### src/design/u8cpd_pkg.sv
`timescale 1ns / 1ps
// ----------------------------------------------------------------------------
// u8cpd_pkg
// shared types, constants and lead-byte helper for the utf-8 decoder
// ----------------------------------------------------------------------------
package u8cpd_pkg;

	localparam int BYTE_W = 8;
	localparam int CP_W   = 21;
	localparam int FILL_W = 3;
	localparam int WIN_DEPTH = 4;

	localparam logic [CP_W-1:0] REPLACEMENT_CP = 21'h00FFFD;
	localparam logic [CP_W-1:0] MAX_SCALAR     = 21'h10FFFF;
	// top five bits of a 16-bit value in the surrogate range
	localparam logic [4:0]      SURR_HI        = 5'b11011;

	// sequence lengths, zero marks an invalid lead
	localparam logic [2:0] LEN_INVALID = 3'd0;
	localparam logic [2:0] LEN_ONE     = 3'd1;
	localparam logic [2:0] LEN_TWO     = 3'd2;
	localparam logic [2:0] LEN_THREE   = 3'd3;
	localparam logic [2:0] LEN_FOUR    = 3'd4;

	typedef enum logic [0:0] {
		ST_IDLE,
		ST_DECODE
	} state_t;

	typedef struct packed {
		logic load;   // take the accepted byte into the window
		logic emit;   // write one result and consume from the window
	} cmd_t;

	typedef struct packed {
		logic has_result; // front of the window gives a result this cycle
		logic last;       // that result ends the run for this byte
		logic out_free;   // output register can take a result
	} status_t;

	function automatic logic [2:0] lead_len(input logic [BYTE_W-1:0] b);
		logic [2:0] len;
		begin
			if (b[7] == 1'b0) begin
				len = LEN_ONE;
			end else if (b[7:5] == 3'b110) begin
				len = LEN_TWO;
			end else if (b[7:4] == 4'b1110) begin
				len = LEN_THREE;
			end else if (b[7:3] == 5'b11110) begin
				len = LEN_FOUR;
			end else begin
				len = LEN_INVALID;
			end
			return len;
		end
	endfunction

endpackage

### src/design/u8cpd_ctrl.sv
`timescale 1ns / 1ps
// ----------------------------------------------------------------------------
// u8cpd_ctrl
// controller: accepts one byte, then, while the output is free, steps the window one result per cycle
// ----------------------------------------------------------------------------
module u8cpd_ctrl (
	input  logic                clk,
	input  logic                arst_n,
	input  logic                in_valid,
	output logic                in_stall,
	input  u8cpd_pkg::status_t  status,
	output u8cpd_pkg::cmd_t     cmd
);

	u8cpd_pkg::state_t state_q;
	u8cpd_pkg::state_t state_nxt;

	always_ff @(posedge clk or negedge arst_n) begin
		if (!arst_n) begin
			state_q <= u8cpd_pkg::ST_IDLE;
		end else begin
			state_q <= state_nxt;
		end
	end

	always_comb begin
		state_nxt = state_q;
		case (state_q)
			u8cpd_pkg::ST_IDLE: begin
				if (in_valid) begin
					state_nxt = u8cpd_pkg::ST_DECODE;
				end
			end
			u8cpd_pkg::ST_DECODE: begin
				if (!status.has_result) begin
					state_nxt = u8cpd_pkg::ST_IDLE;
				end else if (status.out_free && status.last) begin
					state_nxt = u8cpd_pkg::ST_IDLE;
				end
			end
			default: begin
				state_nxt = u8cpd_pkg::ST_IDLE;
			end
		endcase
	end

	always_comb begin
		in_stall = 1'b1;
		cmd      = '0;
		case (state_q)
			u8cpd_pkg::ST_IDLE: begin
				in_stall = 1'b0;
				cmd.load = in_valid;
			end
			u8cpd_pkg::ST_DECODE: begin
				cmd.emit = status.has_result && status.out_free;
			end
			default: begin
				in_stall = 1'b1;
			end
		endcase
	end

endmodule

### src/design/u8cpd_datapath.sv
`timescale 1ns / 1ps
// ----------------------------------------------------------------------------
// u8cpd_datapath
// byte window, front-of-window decode and output register
// ----------------------------------------------------------------------------
module u8cpd_datapath (
	input  logic                                clk,
	input  logic                                arst_n,
	input  u8cpd_pkg::cmd_t                     cmd,
	output u8cpd_pkg::status_t                  status,
	input  logic [u8cpd_pkg::BYTE_W-1:0]        data_byte,
	input  logic                                final_byte,
	output logic                                out_valid,
	input  logic                                out_stall,
	output logic [u8cpd_pkg::CP_W-1:0]          code_point,
	output logic                                run_last,
	output logic                                string_end
);

	logic [u8cpd_pkg::BYTE_W-1:0] win_q [u8cpd_pkg::WIN_DEPTH];
	logic [u8cpd_pkg::BYTE_W-1:0] win_sh [u8cpd_pkg::WIN_DEPTH];
	logic [u8cpd_pkg::FILL_W-1:0] fill_q;
	logic                         fin_q;
	logic                         out_valid_q;
	logic [u8cpd_pkg::CP_W-1:0]   cp_q;
	logic                         last_q;
	logic                         end_q;

	logic [2:0]                   len;
	logic [2:0]                   nlen;
	logic [u8cpd_pkg::BYTE_W-1:0] lead;
	logic [u8cpd_pkg::BYTE_W-1:0] nlead;
	logic                         c1, c2, c3;
	logic [10:0]                  cp11;
	logic [15:0]                  cp16;
	logic [20:0]                  cp21;
	logic                         seq_ok;
	logic [u8cpd_pkg::CP_W-1:0]   cp_ok;
	logic [u8cpd_pkg::CP_W-1:0]   cp_res;
	logic [2:0]                   consume;
	logic                         clear;
	logic                         has_result;
	logic [u8cpd_pkg::FILL_W-1:0] newfill;
	logic                         last;

	assign lead = win_q[0];
	assign len  = u8cpd_pkg::lead_len(lead);
	assign c1   = (win_q[1][7:6] == 2'b10);
	assign c2   = (win_q[2][7:6] == 2'b10);
	assign c3   = (win_q[3][7:6] == 2'b10);
	assign cp11 = {lead[4:0], win_q[1][5:0]};
	assign cp16 = {lead[3:0], win_q[1][5:0], win_q[2][5:0]};
	assign cp21 = {lead[2:0], win_q[1][5:0], win_q[2][5:0], win_q[3][5:0]};

	// continuation, overlong, surrogate and range checks per length
	always_comb begin
		seq_ok = 1'b0;
		cp_ok  = u8cpd_pkg::REPLACEMENT_CP;
		case (len)
			u8cpd_pkg::LEN_ONE: begin
				seq_ok = 1'b1;
				cp_ok  = {13'd0, lead};
			end
			u8cpd_pkg::LEN_TWO: begin
				seq_ok = c1 && (lead[4:1] != 4'd0);
				cp_ok  = {10'd0, cp11};
			end
			u8cpd_pkg::LEN_THREE: begin
				seq_ok = c1 && c2 && (cp16[15:11] != 5'd0) &&
					(cp16[15:11] != u8cpd_pkg::SURR_HI);
				cp_ok  = {5'd0, cp16};
			end
			u8cpd_pkg::LEN_FOUR: begin
				seq_ok = c1 && c2 && c3 && (cp21[20:16] != 5'd0) &&
					(cp21 <= u8cpd_pkg::MAX_SCALAR);
				cp_ok  = cp21;
			end
			default: begin
				seq_ok = 1'b0;
			end
		endcase
	end

	always_comb begin
		has_result = 1'b0;
		consume    = 3'd0;
		clear      = 1'b0;
		cp_res     = u8cpd_pkg::REPLACEMENT_CP;
		if (fill_q == 3'd0) begin
			has_result = 1'b0;
		end else if (len == u8cpd_pkg::LEN_INVALID) begin
			has_result = 1'b1;
			consume    = 3'd1;
		end else if (fill_q < len) begin
			// incomplete: only a flush gives a result
			has_result = fin_q;
			clear      = fin_q;
		end else begin
			has_result = 1'b1;
			consume    = seq_ok ? len : 3'd1;
			cp_res     = seq_ok ? cp_ok : u8cpd_pkg::REPLACEMENT_CP;
		end
	end

	assign newfill = clear ? 3'd0 : (fill_q - consume);

	always_comb begin
		nlead = win_q[0];
		for (int j = 0; j < u8cpd_pkg::WIN_DEPTH; j++) begin
			win_sh[j] = win_q[j];
		end
		case (consume)
			3'd1: begin
				nlead     = win_q[1];
				win_sh[0] = win_q[1];
				win_sh[1] = win_q[2];
				win_sh[2] = win_q[3];
			end
			3'd2: begin
				nlead     = win_q[2];
				win_sh[0] = win_q[2];
				win_sh[1] = win_q[3];
			end
			3'd3: begin
				nlead     = win_q[3];
				win_sh[0] = win_q[3];
			end
			default: begin
				nlead = win_q[0];
			end
		endcase
	end

	assign nlen = u8cpd_pkg::lead_len(nlead);

	// the run ends when the next front gives nothing: empty, or waiting for bytes
	assign last = (newfill == 3'd0) ||
		(!fin_q && (nlen != u8cpd_pkg::LEN_INVALID) && (newfill < nlen));

	assign status.has_result = has_result;
	assign status.last       = last;
	assign status.out_free   = !out_valid_q || !out_stall;

	always_ff @(posedge clk or negedge arst_n) begin
		if (!arst_n) begin
			fill_q      <= 3'd0;
			fin_q       <= 1'b0;
			out_valid_q <= 1'b0;
		end else begin
			if (cmd.load) begin
				fill_q <= fill_q + 3'd1;
				fin_q  <= final_byte;
			end else if (cmd.emit) begin
				fill_q <= (last && fin_q) ? 3'd0 : newfill;
			end
			if (cmd.emit) begin
				out_valid_q <= 1'b1;
			end else if (!out_stall) begin
				out_valid_q <= 1'b0;
			end
		end
	end

	always_ff @(posedge clk) begin
		if (cmd.load) begin
			win_q[fill_q[1:0]] <= data_byte;
		end else if (cmd.emit) begin
			for (int j = 0; j < u8cpd_pkg::WIN_DEPTH; j++) begin
				win_q[j] <= win_sh[j];
			end
		end
		if (cmd.emit) begin
			cp_q   <= cp_res;
			last_q <= last;
			end_q  <= last && fin_q;
		end
	end

	assign out_valid  = out_valid_q;
	assign code_point = cp_q;
	assign run_last   = last_q;
	assign string_end = end_q;

endmodule

### src/design/utf8_codepoint_decoder_top.sv
`timescale 1ns / 1ps
// a byte is written into the window in the idle state; its results are then registered
// from the decode state, and in_stall holds off the next byte until the window waits
// or empties; output stalls hold the decode state
// the front-of-window decoder produces one result per cycle when the output is free
// reset: arst_n clears the window fill, controller state and output valid
// the byte window itself is not cleared, only filled entries are ever read
// ----------------------------------------------------------------------------
// utf8_codepoint_decoder_top
// streaming utf-8 decoder, bytes in, unicode code points out
// ----------------------------------------------------------------------------
module utf8_codepoint_decoder_top (
	input  logic        clk,
	input  logic        arst_n,
	// byte channel, one transfer per byte
	input  logic        in_valid,
	output logic        in_stall,
	input  logic [7:0]  data_byte,
	input  logic        final_byte,
	// code point channel, one transfer per result
	output logic        out_valid,
	input  logic        out_stall,
	output logic [20:0] code_point,
	output logic        run_last,
	output logic        string_end
);

	// command and status between controller and datapath
	u8cpd_pkg::cmd_t    cmd;
	u8cpd_pkg::status_t status;

	// controller: idle takes a byte, decode emits until the window waits or empties
	u8cpd_ctrl u_ctrl (
		.clk      (clk),
		.arst_n   (arst_n),
		.in_valid (in_valid),
		.in_stall (in_stall),
		.status   (status),
		.cmd      (cmd)
	);

	// datapath: four-byte window, sequence checks, output register
	// the output register lets a result wait on out_stall while the window holds
	u8cpd_datapath u_dp (
		.clk        (clk),
		.arst_n     (arst_n),
		.cmd        (cmd),
		.status     (status),
		.data_byte  (data_byte),
		.final_byte (final_byte),
		.out_valid  (out_valid),
		.out_stall  (out_stall),
		.code_point (code_point),
		.run_last   (run_last),
		.string_end (string_end)
	);

endmodule
### config.mk
export PLATFORM = sky130hd
export DESIGN_NAME = utf8_codepoint_decoder_top
export DESIGN_NICKNAME = d
export VERILOG_FILES = /design/src/design/u8cpd_pkg.sv /design/src/design/u8cpd_ctrl.sv /design/src/design/u8cpd_datapath.sv /design/src/design/utf8_codepoint_decoder_top.sv
export SDC_FILE = /design/constraint.sdc
export NUM_CORES = 1
export LEC_CHECK = 0
export BUFFER_PORTS_ARGS = -buffer_cell sky130_fd_sc_hd__buf_2
export CAP_MARGIN = 10
export CORE_ASPECT_RATIO = 0.7
export CORE_MARGIN = 3
export CORE_UTILIZATION = 35
export DETAILED_ROUTE_END_ITERATION = 10
export PLACE_DENSITY_LB_ADDON = 0.3
export SLEW_MARGIN = 20
export SYNTH_ARGS = -nofsm -noshare
export SYNTH_HDL_FRONTEND = slang
export SYNTH_SLANG_ARGS = --single-unit
### constraint.sdc
create_clock -name clk -period 11.79 [get_ports clk]
set_clock_uncertainty 0.1 [all_clocks]
set_input_delay 0 -clock clk [delete_from_list [all_inputs] [get_ports clk]]
set_output_delay 0 -clock clk [all_outputs]
set_load 0.03 [all_outputs]
==> results.yml <==
status:
  outcome: "finished, final reports clean"
timing:
  worst_slew_margin_rel_pct: 41.8
  period_share_pct: 49.7
  slew_violations: 0
  hold_violations: 0
  grt_setup_unrepaired: "no"
  worstMarginPinSlew_ns: 0.868
  min_period_ns: 5.85
  fin_ws_ns: 5.94
  fmax_mhz: 171
  setup_tns_ns: 0
  setup-violations-final: 0
setup_path:
  critPathCaptureType: "register"
  cp-start-kind: "register"
  r2r-start: "u_dp.win_q[0][5]"
  path_max_fanout: 22
  path_class: "reg -> reg"
  arrival_ns: 5.95
  rrSetupSlack_ns: 5.94
  crit_chain: "nand3_1 > nor3_2 > buf_4 > inv_1 > ha_1 > nor3_1 > o21ai_1 > a21oi_1 > a221o_1 > nand3_1 > a21oi_1 > nand2_1 > or3_1 > ha_1 > a211oi_1 > nand2_1 > a211oi_1 > a41oi_1 > nand3_1 > nand4_1 > o211ai_1 > o221ai_1"
  crit_path_top_delay_cell: "edfxtp_1"
  r2r_end: "u_ctrl.state_q"
  max_stage_delay_ns: 0.61
  cp_common_cell: "nand3_1"
  required_ns: 11.88
  rr_worst_depth: 22
job:
  cap_violations: 0
detailed_routing:
  wl_um: 10700
  firstDrtPassIters: 5
  vias_per_cell: 6.01
  wl_per_cell_um: 20.0
  postRouteAntennaNets: 0
  num_vias: 3213
  drt_iter0_drc: 407
  drc: 0
clock_network:
  clockBufferDepth: 2
  clock_latency_ns: 0.34
  cts_tree: "yes"
  cts_sinks: 61
  root_buffer: "clkbuf_16"
  htreeDepth: 3
  cts_inserted_buffers: 9
  cts_resized: 0
  clk_pin_slew_worst_paths_ns: 0.06
global_route:
  grt_start_max_net_pins: 28
  grt_pass1_vias: 2951
  overflow: 0
  grt_util_all_layers_pct: 18.5
  grt_antenna_before_repair: 0
  grt_pass1_wl_um: 16600
synth:
  synth_area_um2: 3680
  synthCells: 360
  syn-num-nets: 380
  ys.flop_type: "edfxtp_1"
  synth_cell_type_count: 70
  ys_warn_count: 0
  ys_ff_latch: 61
  ys_seq_area_share_pct: 49.0
  synth-edff-count: 55
  async_flop_share_pct: 9.84
  syn_avg_cell_area_um2: 10.2
worst_hold_path:
  holdPathStages: 4
  hp-class: "in -> reg"
  hold-path-endpoint: "u_dp.out_valid"
  hold_path_startpoint: "out_stall"
floorplanning:
  start_util_pct: 37.0
  die_width_um: 128
  die_height_um: 91.7
  rows: 30
  core_area_um2: 9950
  num_io_pins: 38
  dieArea_um2: 11800
finish:
  final_cell_mix: "nand2_1 (56), edfxtp_1 (55), buf_2 (37)"
  layout_commonest_cell: "nand2_1"
  final_nets: 422
  diodes: 0
  final_layout_size_suffix_gt1_share_pct: 18.2
  area_growth_pct: 19.1
placed_design:
  pre_cts_ws_ns: 6.17
  port_buffers: 37
  dp_hpwl_um: 7860
  gp_congestion: 0.961
==> final cells by class <==
type,instances,area [µm²]
well taps,128,160
inverters,15,56.3
fillers,982,5570
clock buffers,10,229
multi-input cells,260,1690
flip-flops and latches,61,1800
clock inverters,6,87.6
repair buffers,55,355
==> worst max path at each step <==
stage / from / endpoint / slack, ns / depth (start not counted)
global placement: u_dp.win_q[0][5] / u_ctrl.state_q / 6.19 / 22
global route: u_dp.win_q[0][5] / u_ctrl.state_q / 5.46 / 22
detailed placement: u_dp.win_q[0][5] / u_ctrl.state_q / 6.17 / 22
floorplan: u_dp.win_q[0][7] / u_ctrl.state_q / 6.50 / 26
CTS: u_dp.win_q[0][5] / u_ctrl.state_q / 6.15 / 22
finish: u_dp.win_q[0][5] / u_ctrl.state_q / 5.94 / 22
==> worst max-delay path, delay by kind of cell, from the launching register on <==
family	cells	cell delay, ns
AOI/OAI and AO/OA	9	2.54
adders and majority gates	2	0.52
buffers and inverters	2	0.35
DFF	1	0.61
and+or+nand+nor	9	1.60
==> through the flow <==
stage          hold WS (ns)  util [%]  cell area, µm²  instances
2_1_floorplan        -0.396         -            3680        360
3_5_place_dp         -0.260      39.4            3920        505
3_3_place_gp         -0.266      39.4            3920        505
6_report              0.346      44.0            4380        535
4_1_cts               0.349      44.0            4380        535
5_1_grt               0.367      44.0            4380        535
==> per-layer routing <==
layer  up-vias  track usage (%)  routed length, µm
li1       1460                -                  -
met1      1556             28.5               5080
met2       181             23.3               4130
met3        16             7.10               1340
met4         0             5.42                135
met5         -                0                  0
==> sequential cells by signal (all words and copies together) (netlist names) <==
signal,flops
u_dp.win_q,32
u_dp.code_point,21
u_dp.fill_q,3
u_ctrl.state_q,1
u_dp.fin_q,1
u_dp.out_valid,1
u_dp.run_last,1
u_dp.string_end,1
==> cell usage after synthesis, types with 2 or more instances <==
cell type / number / share of area [%]
mux2i_1: 7 / 1.9
and2_1: 8 / 1.4
buf_2: 8 / 1.1
nand2_1: 56 / 5.7
and3_1: 5 / 0.85
a311oi_1: 2 / 0.48
or3_1: 2 / 0.34
nor2b_1: 2 / 0.34
a21oi_1: 21 / 2.9
nor3_2: 2 / 0.54
o32ai_1: 2 / 0.48
dfrtp_1: 6 / 4.1
o31ai_1: 5 / 1.0
o211ai_1: 5 / 1.0
a222oi_1: 4 / 1.1
buf_4: 3 / 0.61
a211o_1: 2 / 0.48
nor3_1: 5 / 0.68
a31oi_1: 4 / 0.68
o21a_1: 3 / 0.61
nand3_1: 12 / 1.6
nand4_1: 3 / 0.51
edfxtp_1: 55 / 45
clkbuf_1: 8 / 0.82
nand2b_1: 5 / 0.85
ha_1: 6 / 2.0
a221oi_1: 3 / 0.71
inv_1: 14 / 1.4
o22ai_1: 3 / 0.51
a221o_1: 8 / 2.2
xnor2_1: 3 / 0.71
a22oi_1: 8 / 1.6
a211oi_1: 7 / 1.4
o21ai_0: 14 / 1.9
buf_6: 4 / 1.2
nor2_1: 21 / 2.1
==> cells by family (layout without fill, tap and decap cells) <==
kind of cell             Yosys count  after routing  share of synthesized area (%)
buffers and inverters             39             86                           5.41
flip-flops                        61             61                           49.0
multiplexers                       7              7                           1.91
XOR/XNOR                           4              4                          0.953
AND/OR/NAND/NOR                  134            134                           18.0
adder cells (fa/ha/maj)            7              7                           2.59
AO/OA/AOI/OAI                    108            108                           22.1
==> repair_timing <==
action	4_1_cts	5_1_grt
hold endpoints to repair	41	0
buffers inserted	0	0
hold buffers	14	0
Power is not shown: default switching activity piles up to over one toggle a cycle in this logic, so the estimate is an artifact.
